[config.mk]
export PLATFORM = sky130hd
export DESIGN_NAME = command_line_tokenizer_core
export DESIGN_NICKNAME = d
export VERILOG_FILES = /design/src/rtl/core/clt_pkg.sv /design/src/rtl/core/clt_step.sv /design/src/rtl/core/command_line_tokenizer_core.sv
export SDC_FILE = /design/constraint.sdc
export NUM_CORES = 1
export LEC_CHECK = 0
export BUFFER_PORTS_ARGS = -buffer_cell sky130_fd_sc_hd__buf_2
export CAP_MARGIN = 0
export CORE_UTILIZATION = 40
export DETAILED_ROUTE_END_ITERATION = 6
export GPL_TIMING_DRIVEN = 1
export PLACE_DENSITY = 0.53
export SLEW_MARGIN = 10
export SYNTH_ARGS = -nofsm -noshare
export SYNTH_HDL_FRONTEND = slang
export SYNTH_HIERARCHICAL = 1
export SYNTH_SLANG_ARGS = --single-unit
[constraint.sdc]
create_clock -name clk -period 9 [get_ports clk]
set_input_delay 0.45 -clock clk [delete_from_list [all_inputs] [get_ports clk]]
set_output_delay 0.45 -clock clk [all_outputs]
set_load 0.02 [all_outputs]
[src/rtl/core/clt_pkg.sv]
`timescale 1ns / 1ps

package clt_pkg;

	// Line length bound; the position counter saturates below it
	localparam int MAX_LINE    = 4096;
	localparam int POS_W       = 12;
	localparam int POS_CAP_INT = (MAX_LINE - 1 > 4095) ? 4095 : MAX_LINE - 1;
	localparam logic [POS_W-1:0] POS_CAP = POS_W'(POS_CAP_INT);

	// Up to four results follow from one input byte
	localparam int MAX_RES = 5;
	localparam int CNT_W   = 3;

	// Character codes
	localparam logic [7:0] CH_QUOTE = 8'h22;
	localparam logic [7:0] CH_DASH  = 8'h2d;
	localparam logic [7:0] CH_DOT   = 8'h2e;
	localparam logic [7:0] CH_UNDER = 8'h5f;
	localparam logic [7:0] CH_SLASH = 8'h2f;

	typedef enum logic [2:0] {
		KIND_CHAR     = 3'd0,
		KIND_END      = 3'd1,
		KIND_UNEXP    = 3'd2,
		KIND_UNCLOSED = 3'd3,
		KIND_BADOPT   = 3'd4,
		KIND_DONE     = 3'd5
	} kind_t;

	typedef enum logic [1:0] {
		TT_NAME   = 2'd0,
		TT_FILE   = 2'd1,
		TT_OPTION = 2'd2,
		TT_QUOTED = 2'd3
	} ttype_t;

	typedef enum logic [1:0] {
		PH_SKIP = 2'd0,
		PH_NAME = 2'd1,
		PH_REST = 2'd2
	} phase_t;

	typedef struct packed {
		phase_t           phase;
		logic             in_quotes;
		logic             option_pending;
		logic             after_space;
		logic             token_nonempty;
		logic [POS_W-1:0] quote_open_pos;
		logic [POS_W-1:0] byte_pos;
	} state_t;

	localparam state_t STATE_RESET = '{
		phase:          PH_SKIP,
		in_quotes:      1'b0,
		option_pending: 1'b0,
		after_space:    1'b1,
		token_nonempty: 1'b0,
		quote_open_pos: '0,
		byte_pos:       '0
	};

	typedef struct packed {
		kind_t            kind;
		logic [7:0]       ch_out;
		ttype_t           token_type;
		logic [POS_W-1:0] position;
		logic             line_empty;
	} res_t;

	typedef res_t [MAX_RES-1:0] res_list_t;

	function automatic logic is_ws(input logic [7:0] c);
		return (c == 8'd32) || (c >= 8'd9 && c <= 8'd13);
	endfunction

	function automatic logic is_alnum(input logic [7:0] c);
		return (c >= "0" && c <= "9") || (c >= "A" && c <= "Z") ||
			(c >= "a" && c <= "z");
	endfunction

	function automatic res_t mk_res(input kind_t k, input logic [7:0] c,
		input ttype_t t, input logic [POS_W-1:0] p, input logic e);
		res_t r;
		r.kind       = k;
		r.ch_out     = c;
		r.token_type = t;
		r.position   = p;
		r.line_empty = e;
		return r;
	endfunction

endpackage

[src/rtl/core/clt_step.sv]
`timescale 1ns / 1ps

module clt_step (
	input  logic [7:0]               ch,
	input  logic                     last,
	input  clt_pkg::state_t          cur,
	output clt_pkg::state_t          nxt,
	output clt_pkg::res_list_t       res,
	output logic [clt_pkg::CNT_W-1:0] n
);

	// Decode one byte against the current state, list its results
	always_comb begin
		logic [clt_pkg::POS_W-1:0] pos;
		logic                      ws;
		logic                      fname_ch;
		clt_pkg::state_t           st;
		logic [clt_pkg::CNT_W-1:0] k;
		clt_pkg::res_list_t        r;

		st       = cur;
		k        = '0;
		r        = '0;
		pos      = cur.byte_pos;
		ws       = clt_pkg::is_ws(ch);
		fname_ch = clt_pkg::is_alnum(ch) || ch == clt_pkg::CH_DOT ||
			ch == clt_pkg::CH_UNDER || ch == clt_pkg::CH_SLASH;

		// Advance the byte position, saturating
		if (cur.byte_pos < clt_pkg::POS_CAP) begin
			st.byte_pos = cur.byte_pos + 1'b1;
		end

		// Leave the leading whitespace on the first other byte
		if (st.phase == clt_pkg::PH_SKIP && !ws) begin
			st.phase = clt_pkg::PH_NAME;
		end

		if (st.phase == clt_pkg::PH_NAME) begin
			if (ws) begin
				r[k] = clt_pkg::mk_res(clt_pkg::KIND_END, 8'd0, clt_pkg::TT_NAME, '0, 1'b0);
				k = k + 1'b1;
				st.phase          = clt_pkg::PH_REST;
				st.after_space    = 1'b1;
				st.in_quotes      = 1'b0;
				st.option_pending = 1'b0;
				st.token_nonempty = 1'b0;
			end else if (clt_pkg::is_alnum(ch)) begin
				r[k] = clt_pkg::mk_res(clt_pkg::KIND_CHAR, ch, clt_pkg::TT_NAME, '0, 1'b0);
				k = k + 1'b1;
			end else begin
				r[k] = clt_pkg::mk_res(clt_pkg::KIND_UNEXP, 8'd0, clt_pkg::TT_NAME, pos, 1'b0);
				k = k + 1'b1;
			end
		end else if (st.phase == clt_pkg::PH_REST) begin
			if (ch == clt_pkg::CH_QUOTE) begin
				// Close or open a quoted string
				if (st.in_quotes) begin
					r[k] = clt_pkg::mk_res(clt_pkg::KIND_END, 8'd0,
						st.option_pending ? clt_pkg::TT_OPTION : clt_pkg::TT_QUOTED,
						'0, 1'b0);
					k = k + 1'b1;
					st.in_quotes      = 1'b0;
					st.option_pending = 1'b0;
					st.token_nonempty = 1'b0;
				end else begin
					st.quote_open_pos = pos;
					st.in_quotes      = 1'b1;
				end
				st.after_space = 1'b0;
			end else if (st.in_quotes) begin
				r[k] = clt_pkg::mk_res(clt_pkg::KIND_CHAR, ch, clt_pkg::TT_NAME, '0, 1'b0);
				k = k + 1'b1;
				st.token_nonempty = 1'b1;
			end else if (ch == clt_pkg::CH_DASH) begin
				// A dash after whitespace marks an option
				if (!st.after_space) begin
					r[k] = clt_pkg::mk_res(clt_pkg::KIND_CHAR, ch, clt_pkg::TT_NAME, '0, 1'b0);
					k = k + 1'b1;
					st.token_nonempty = 1'b1;
				end else begin
					st.option_pending = 1'b1;
					st.after_space    = 1'b0;
				end
			end else if (ws) begin
				// Empty option first, then close a pending token
				if (st.option_pending && !st.token_nonempty) begin
					r[k] = clt_pkg::mk_res(clt_pkg::KIND_BADOPT, 8'd0, clt_pkg::TT_NAME, pos, 1'b0);
					k = k + 1'b1;
					st.option_pending = 1'b0;
				end else if (!st.after_space && st.token_nonempty) begin
					r[k] = clt_pkg::mk_res(clt_pkg::KIND_END, 8'd0,
						st.option_pending ? clt_pkg::TT_OPTION : clt_pkg::TT_FILE,
						'0, 1'b0);
					k = k + 1'b1;
					st.token_nonempty = 1'b0;
					st.option_pending = 1'b0;
				end
				st.after_space = 1'b1;
			end else if (fname_ch) begin
				r[k] = clt_pkg::mk_res(clt_pkg::KIND_CHAR, ch, clt_pkg::TT_NAME, '0, 1'b0);
				k = k + 1'b1;
				st.token_nonempty = 1'b1;
				st.after_space    = 1'b0;
			end else begin
				r[k] = clt_pkg::mk_res(clt_pkg::KIND_UNEXP, 8'd0, clt_pkg::TT_NAME, pos, 1'b0);
				k = k + 1'b1;
				st.after_space = 1'b0;
			end
		end

		// Close the line: pending token, open quote, dangling option, done
		if (last) begin
			if (st.phase == clt_pkg::PH_NAME) begin
				r[k] = clt_pkg::mk_res(clt_pkg::KIND_END, 8'd0, clt_pkg::TT_NAME, '0, 1'b0);
				k = k + 1'b1;
			end else if (st.phase == clt_pkg::PH_REST) begin
				if (st.token_nonempty) begin
					r[k] = clt_pkg::mk_res(clt_pkg::KIND_END, 8'd0,
						st.option_pending ? clt_pkg::TT_OPTION : clt_pkg::TT_FILE,
						'0, 1'b0);
					k = k + 1'b1;
					st.option_pending = 1'b0;
				end
				if (st.in_quotes) begin
					r[k] = clt_pkg::mk_res(clt_pkg::KIND_UNCLOSED, 8'd0, clt_pkg::TT_NAME,
						st.quote_open_pos, 1'b0);
					k = k + 1'b1;
				end
				if (st.option_pending) begin
					r[k] = clt_pkg::mk_res(clt_pkg::KIND_BADOPT, 8'd0, clt_pkg::TT_NAME,
						pos, 1'b0);
					k = k + 1'b1;
				end
			end
			r[k] = clt_pkg::mk_res(clt_pkg::KIND_DONE, 8'd0, clt_pkg::TT_NAME, '0,
				st.phase == clt_pkg::PH_SKIP);
			k = k + 1'b1;
			st = clt_pkg::STATE_RESET;
		end

		nxt = st;
		res = r;
		n   = k;
	end

endmodule

[src/rtl/core/command_line_tokenizer_core.sv]
`timescale 1ns / 1ps

// An accepted byte passes through the input register and then the result queue before its first result.
// Throughput: one byte per cycle while each byte gives at most one result and the result side is
// ready; a byte with k results holds the single result port until all k are taken (up to 4 at the end of a line).
// Reset (arst_n low, asynchronous): tokenizer state returns to the start of a line,
// the input register and result queue are emptied.
module command_line_tokenizer_core (
	input  logic        clk,
	input  logic        arst_n,
	input  logic        s_axis_tvalid,
	output logic        s_axis_tready,
	input  logic [7:0]  s_axis_tdata,   // [7:0] ch
	input  logic        s_axis_tlast,   // last
	output logic        m_axis_tvalid,
	input  logic        m_axis_tready,
	output logic [23:0] m_axis_tdata,   // [7:0] ch_out, [9:8] token_type,
	                                    // [21:10] position, [22] line_empty, rest zero
	output logic [2:0]  m_axis_tuser,   // [2:0] kind
	output logic        m_axis_tlast    // last_result
);

	logic                      v_s1;
	logic [7:0]                ch_s1;
	logic                      last_s1;
	clt_pkg::state_t           state_q;
	clt_pkg::state_t           state_nxt;
	clt_pkg::res_list_t        res_nxt;
	logic [clt_pkg::CNT_W-1:0] n_nxt;
	clt_pkg::res_list_t        buf_q;
	logic [clt_pkg::CNT_W-1:0] cnt_q;
	logic                      pop;
	logic                      load;
	logic                      s_acc;
	clt_pkg::res_t             head;

	clt_step u_step (
		.ch   (ch_s1),
		.last (last_s1),
		.cur  (state_q),
		.nxt  (state_nxt),
		.res  (res_nxt),
		.n    (n_nxt)
	);

	// Handshake: the queue takes a new byte's results once it drains
	assign pop  = (cnt_q != '0) && m_axis_tready;
	assign load = v_s1 && ((cnt_q == '0) ||
		(cnt_q == clt_pkg::CNT_W'(1) && m_axis_tready));
	assign s_axis_tready = !v_s1 || load;
	assign s_acc = s_axis_tvalid && s_axis_tready;

	// Input register
	always_ff @(posedge clk or negedge arst_n) begin
		if (!arst_n) begin
			v_s1 <= 1'b0;
		end else if (s_acc) begin
			v_s1 <= 1'b1;
		end else if (load) begin
			v_s1 <= 1'b0;
		end
	end

	always_ff @(posedge clk) begin
		if (s_acc) begin
			ch_s1   <= s_axis_tdata;
			last_s1 <= s_axis_tlast;
		end
	end

	// Tokenizer state advances as a byte's results enter the queue
	always_ff @(posedge clk or negedge arst_n) begin
		if (!arst_n) begin
			state_q <= clt_pkg::STATE_RESET;
		end else if (load) begin
			state_q <= state_nxt;
		end
	end

	// Result queue count
	always_ff @(posedge clk or negedge arst_n) begin
		if (!arst_n) begin
			cnt_q <= '0;
		end else if (load) begin
			cnt_q <= n_nxt;
		end else if (pop) begin
			cnt_q <= cnt_q - 1'b1;
		end
	end

	// Result queue payload: load whole, shift down on each pop
	always_ff @(posedge clk) begin
		if (load) begin
			buf_q <= res_nxt;
		end else if (pop) begin
			for (int i = 0; i < clt_pkg::MAX_RES - 1; i++) begin
				buf_q[i] <= buf_q[i + 1];
			end
		end
	end

	// Drive the result port from the queue head
	assign head          = buf_q[0];
	assign m_axis_tvalid = (cnt_q != '0);
	assign m_axis_tlast  = (cnt_q == clt_pkg::CNT_W'(1));
	assign m_axis_tuser  = head.kind;
	assign m_axis_tdata  = {1'b0, head.line_empty, head.position, head.token_type,
		head.ch_out};

`ifndef SYNTHESIS
	a_cnt_bound: assert property (@(posedge clk) disable iff (!arst_n)
		cnt_q <= clt_pkg::CNT_W'(clt_pkg::MAX_RES))
		else $error("result queue count out of range");

	a_done_last: assert property (@(posedge clk) disable iff (!arst_n)
		m_axis_tvalid && head.kind == clt_pkg::KIND_DONE |-> m_axis_tlast)
		else $error("line done is not the final result of its byte");

	a_line_reset: assert property (@(posedge clk) disable iff (!arst_n)
		load && last_s1 |=> state_q.phase == clt_pkg::PH_SKIP && state_q.byte_pos == '0)
		else $error("state not cleared after end of line");

	a_s1_hold: assert property (@(posedge clk) disable iff (!arst_n)
		v_s1 && !load |=> v_s1 && $stable(ch_s1) && $stable(last_s1))
		else $error("held byte lost while the queue was busy");
`endif

endmodule

; ---- Word level (Yosys, flattened, before mapping)
; Index checks and enable logic that the tools add are counted.
[totals]
ff_bits = 173
in_bits = 13
output_inout_bits = 30
wordCells = 213
[op_classes]
addsub = 6
magnitude_cmp = 17
n_eq_ne = 13
n_mux = 101
bitwise_logic = 3
reduce_logical = 37
[op_table]
columns = cell, count
row1 = 130-bit 2-to-1 mux, 12
row2 = 130-bit bitwise mux, 4
row3 = 26-bit demux with 3-bit select, 4
row4 = 104-bit 2-to-1 mux, 3
row5 = 26-bit 2-to-1 mux, 12
row6 = 25-bit by 125-bit bitwise AND with 125-bit output, 1
row7 = 125-bit inverter, 1
row8 = 3-bit 2-to-1 mux, 24
row9 = 25-bit 2-to-1 mux, 2
row10 = 12-bit 2-to-1 mux, 4
row11 = 24-bit 2-to-1 mux, 2
row12 = 8-bit by 6-bit == test with 1-bit output (second input constant), 5
row13 = 30-bit 2-to-1 mux, 1
row14 = 23-bit 2-to-1 mux, 1
row15 = 1-bit 2-to-1 mux, 22
row16 = 8-bit by 7-bit >= comparator with 1-bit output (second input constant), 2
row17 = 8-bit by 7-bit less-or-equal comparator with 1-bit output (second input constant), 2
row18 = 3-bit by 4-bit < comparator with 1-bit output (second input constant), 4
row19 = 16-bit 2-to-1 mux, 1
row20 = 1-bit logical AND, 15
row21 = 2-bit 2-to-1 mux, 7
row22 = 12-bit by 1-bit adder with 12-bit output (second input constant), 1
row23 = 3-bit by 1-bit adder with 3-bit output (second input constant), 4
row24 = 3-bit by 1-bit >= comparator with 1-bit output (second input constant), 4
row25 = other kinds (23), 39

; ---- Depth between registers and ports, before layout
[depth]
word_depth = 35
ltp_mapped = 20
depth_no_buf = 18

; ---- By module
; Netlist, hierarchy kept.
[modules_own_cells]
columns = mod, n_inst, cells_per_inst, area_per_inst_um2, seq_area_each_um2
row1 = command_line_tokenizer_core, 1, 383, 7250.7, 5026.1
row2 = clt_step, 1, 490, 3234.4, 0.0

; ---- Least setup slack after synthesis
; No wires, ideal clock.
[synth_path]
kind = flip-flop to flip-flop
startpoint = register ch_s1[2]
endpoint = register buf_q[29] (netlist bit), data pin
setup_ps = 260
arrival_ps = 4677
required_time_ps = 8740
setup_slack_ps = 4063
path_stages_with_launch = 18
n_path_buf = 3
period_less_slack_ps = 4937
cell_sequence = edfxtp_1 -> buf_6 -> or4b_4 -> a21o_1 -> buf_6 -> o32ai_1 -> fa_1 -> clkinv_1 -> ha_1 -> nand2_1 -> a21oi_1 -> a21oi_1 -> mux2i_4 -> or3_4 -> a21o_1 -> buf_6 -> a22o_1 -> mux2_2
[synth_lines]
columns = element, line
row1 = start: declaration, command_line_tokenizer_core.sv:24  ; logic [7:0] ch_s1;
row2 = start signal: assignment, command_line_tokenizer_core.sv:66  ; ch_s1 <= s_axis_tdata;
row3 = end signal: assignment, command_line_tokenizer_core.sv:94  ; buf_q <= res_nxt;
row4 = end signal: indexed assignment, command_line_tokenizer_core.sv:97  ; buf_q[i] <= buf_q[i + 1];
row5 = end: declaration, command_line_tokenizer_core.sv:30  ; clt_pkg::res_list_t buf_q;

==> impl_metrics.tcl <==
set metrics [dict create \
    status "finished clean" \
    core-area_um2 25500 \
    drt_iter0_markers 484 \
    dp_slack_ps 2670 \
    syn_area_per_cell_um2 12.0 \
    cts_resized 0 \
    grt_use_total 0.177 \
    grt_pass1_vias 6294 \
    io_buffers 41 \
    die-area_um2 26900 \
    yosysTopAreaCell "edfxtp_1" \
    cts_tree "built" \
    r2r-end "buf_q[28]" \
    io-pin-count 43 \
    wirelength_um 22800 \
    dp_hpwl_um 14000 \
    worstSetupPathType "flop to flop" \
    synth_edf_count 139 \
    nNetsFinal 879 \
    worst_r2r_startpoint "ch_s1[2]" \
    wl_per_cell_um 19.0 \
    die_h_um 164 \
    gp_congestion 0.881 \
    initial_core_util 0.412 \
    netlist.area_leader.share 0.398 \
    ys.flop_type "edfxtp_1" \
    critPathMaxFanout 17 \
    design_area_um2 11100 \
    mostFrequentLayoutCells "139 x edfxtp_1, 94 x mux2_2, 53 x nand2_1, 46 x nor2_1, 44 x conb_1" \
    grt_pass1_wl_um 36100 \
    synth-seq-cells 173 \
    drive_gt1_frac 0.298 \
    synth_area_leaders "edfxtp_1 40%, mux2_2 10%, dfrtp_1 7.9%" \
    hold_violations 0 \
    numCtsBuffers 17 \
    critPathCapture "buf_q[28]" \
    tightestPinTransition_ps 1200 \
    fp.dieW_um 164 \
    final-setup-viol-count 0 \
    drc 0 \
    start_kind "flop" \
    dpl_cell_area_um2 10500 \
    finalCritPeriodShare 0.702 \
    worst-r2r-setup-slack_ps 2690 \
    p_leak_nw 4.15 \
    critPathLaunch "ch_s1[2]" \
    rows 58 \
    ff2ff_path_depth 15 \
    grt_max_degree 67 \
    fin_setup_tns_ps 0 \
    fin_skew_ps 12.8 \
    peakVddDrop_v 0.000138 \
    clk_latency_ps 430 \
    setup_ws_ps 2690 \
    synthDistinctLibCells 93 \
    first_pass_iters 5 \
    slew_viol_final 0 \
    postRouteAntennaNets 0 \
    synthArstFlopShare 0.197 \
    syn_inst 873 \
    path_clk_slew_ps 80 \
    power.density_nw_per_um2 313 \
    antenna_found_initial 0 \
    hold_class "input pin to async pin" \
    postCtsHoldBufs 0 \
    period_minus_slack_ps 6310 \
    required_ps 9300 \
    root_buffer "clkbuf_16" \
    utilization 0.437 \
    cap_violations 0 \
    vias 6600 \
    ys_seq_area_frac 0.479 \
    h-tree-depth 4 \
    max_freq_ghz 0.158 \
    syn-cell-area_um2 10500 \
    via_per_inst 5.50 \
    postCtsSetupBuffers 0 \
    ys_warn_count 6 \
    diodes 0 \
    endpoint_kind "flop" \
    area_growth_pct 6.12 \
    arrival_ps 6620 \
    clock_sinks 173 \
    final_common_cell "edfxtp_1" \
    overflow 0 \
    slew_headroom 0.198 \
    clock_tree.buffer_depth 2 \
    rsz0062_at_grt "no" \
]
[where the power goes]
| part | internal (mW) | total [mW] | leakage [nW] | switching [mW] |
|---|---|---|---|---|
| Clock | 0.403 | 0.771 | 0.299 | 0.368 |
| Sequential | 1.34 | 1.48 | 1.81 | 0.140 |
| Combinational | 0.577 | 1.23 | 2.04 | 0.657 |
| Total | 2.32 | 3.49 | 4.15 | 1.17 |
[synth_stat cells (15+ instances only)]
cell      instances
edfxtp_1        139
mux2_2           94
buf_4            72
nand2_1          53
nor2_1           47
a21oi_1          40
mux2_4           40
a22o_1           34
dfrtp_1          33
clkbuf_1         27
and2_1           20
buf_2            19
o21ai_0          16
a22oi_1          15
nor3_1           15
[registers in the layout, indices dropped and copies added, names as in the netlist]
register and flops:
m_axis_tdata 23, cnt_q 3, ch_s1 8, state_q 30, last_s1 1, buf_q 104
v_s1 1, m_axis_tuser 3
[worst min-delay path by stage]
stage / from / endpoint / slack (ps) / cells past startpoint
final: arst_n / state_q[28] / 160 / 1
after detailed placement: buf_q[126] / buf_q[100] / 530 / 1
after floorplan: arst_n / cnt_q[0] / 150 / 0
after global placement: buf_q[61] / buf_q[35] / 530 / 1
after CTS: s_axis_tdata[3] / ch_s1[3] / 170 / 1
after global routing: s_axis_tdata[6] / ch_s1[6] / 170 / 1
[area by class of cell]
class                           count  area, um^2
Fill cell                        2338       14300
Clock buffer                       17         425
Multi-Input combinational cell    595        4710
Tap cell                          330         413
Inverter                           17        63.8
Sequential cell                   173        5030
Clock inverter                     15         201
Timing Repair Buffer               52         288
[worst max-delay path, stage by stage (launching register included)]
cell      delay [ps]
edfxtp_1         530
nor4b_2          570
nand3_2          560
a22oi_1          560
inv_1            140
fa_1             840
clkinv_1         360
ha_1             400
nand2_1           60
a21oi_1          160
a21oi_1          130
mux2i_4          370
nor3_2           110
nor3_2           950
a22o_1           280
mux2_2           140
[cells by family (layout without fill, tap and decap cells)]
kind of cell               count (synthesis)  after routing  share of synthesized area
DFF                                      173            173                      0.479
adders and majority gates                 10             10                     0.0126
buffers and inverters                    147            101                     0.0887
AOI/OAI and AO/OA                        186            186                      0.135
other                                      2             44                   0.000716
muxes                                    138            138                      0.164
and+or+nand+nor                          206            206                      0.110
xor gates and xnor gates                  11             11                    0.00919
[metrics by stage]
stage	power, mW	hold slack (ps)	std cells
2_1_floorplan	2.57	154	915
3_3_place_gp	2.73	528	1167
3_5_place_dp	2.75	532	1167
4_1_cts	3.53	168	1199
5_1_grt	3.68	167	1199
6_report	3.49	160	1199
[per-layer routing]
layer  global-route usage  vias up  part of all wire
met2                0.274      175              0.46
met5                    0        -                 0
li1                     -     3122                 -
met4               0.0551        0             0.015
met1                0.251     3277              0.48
met3               0.0316       26             0.048
Note: power is estimated with default switching activity, not from simulation.
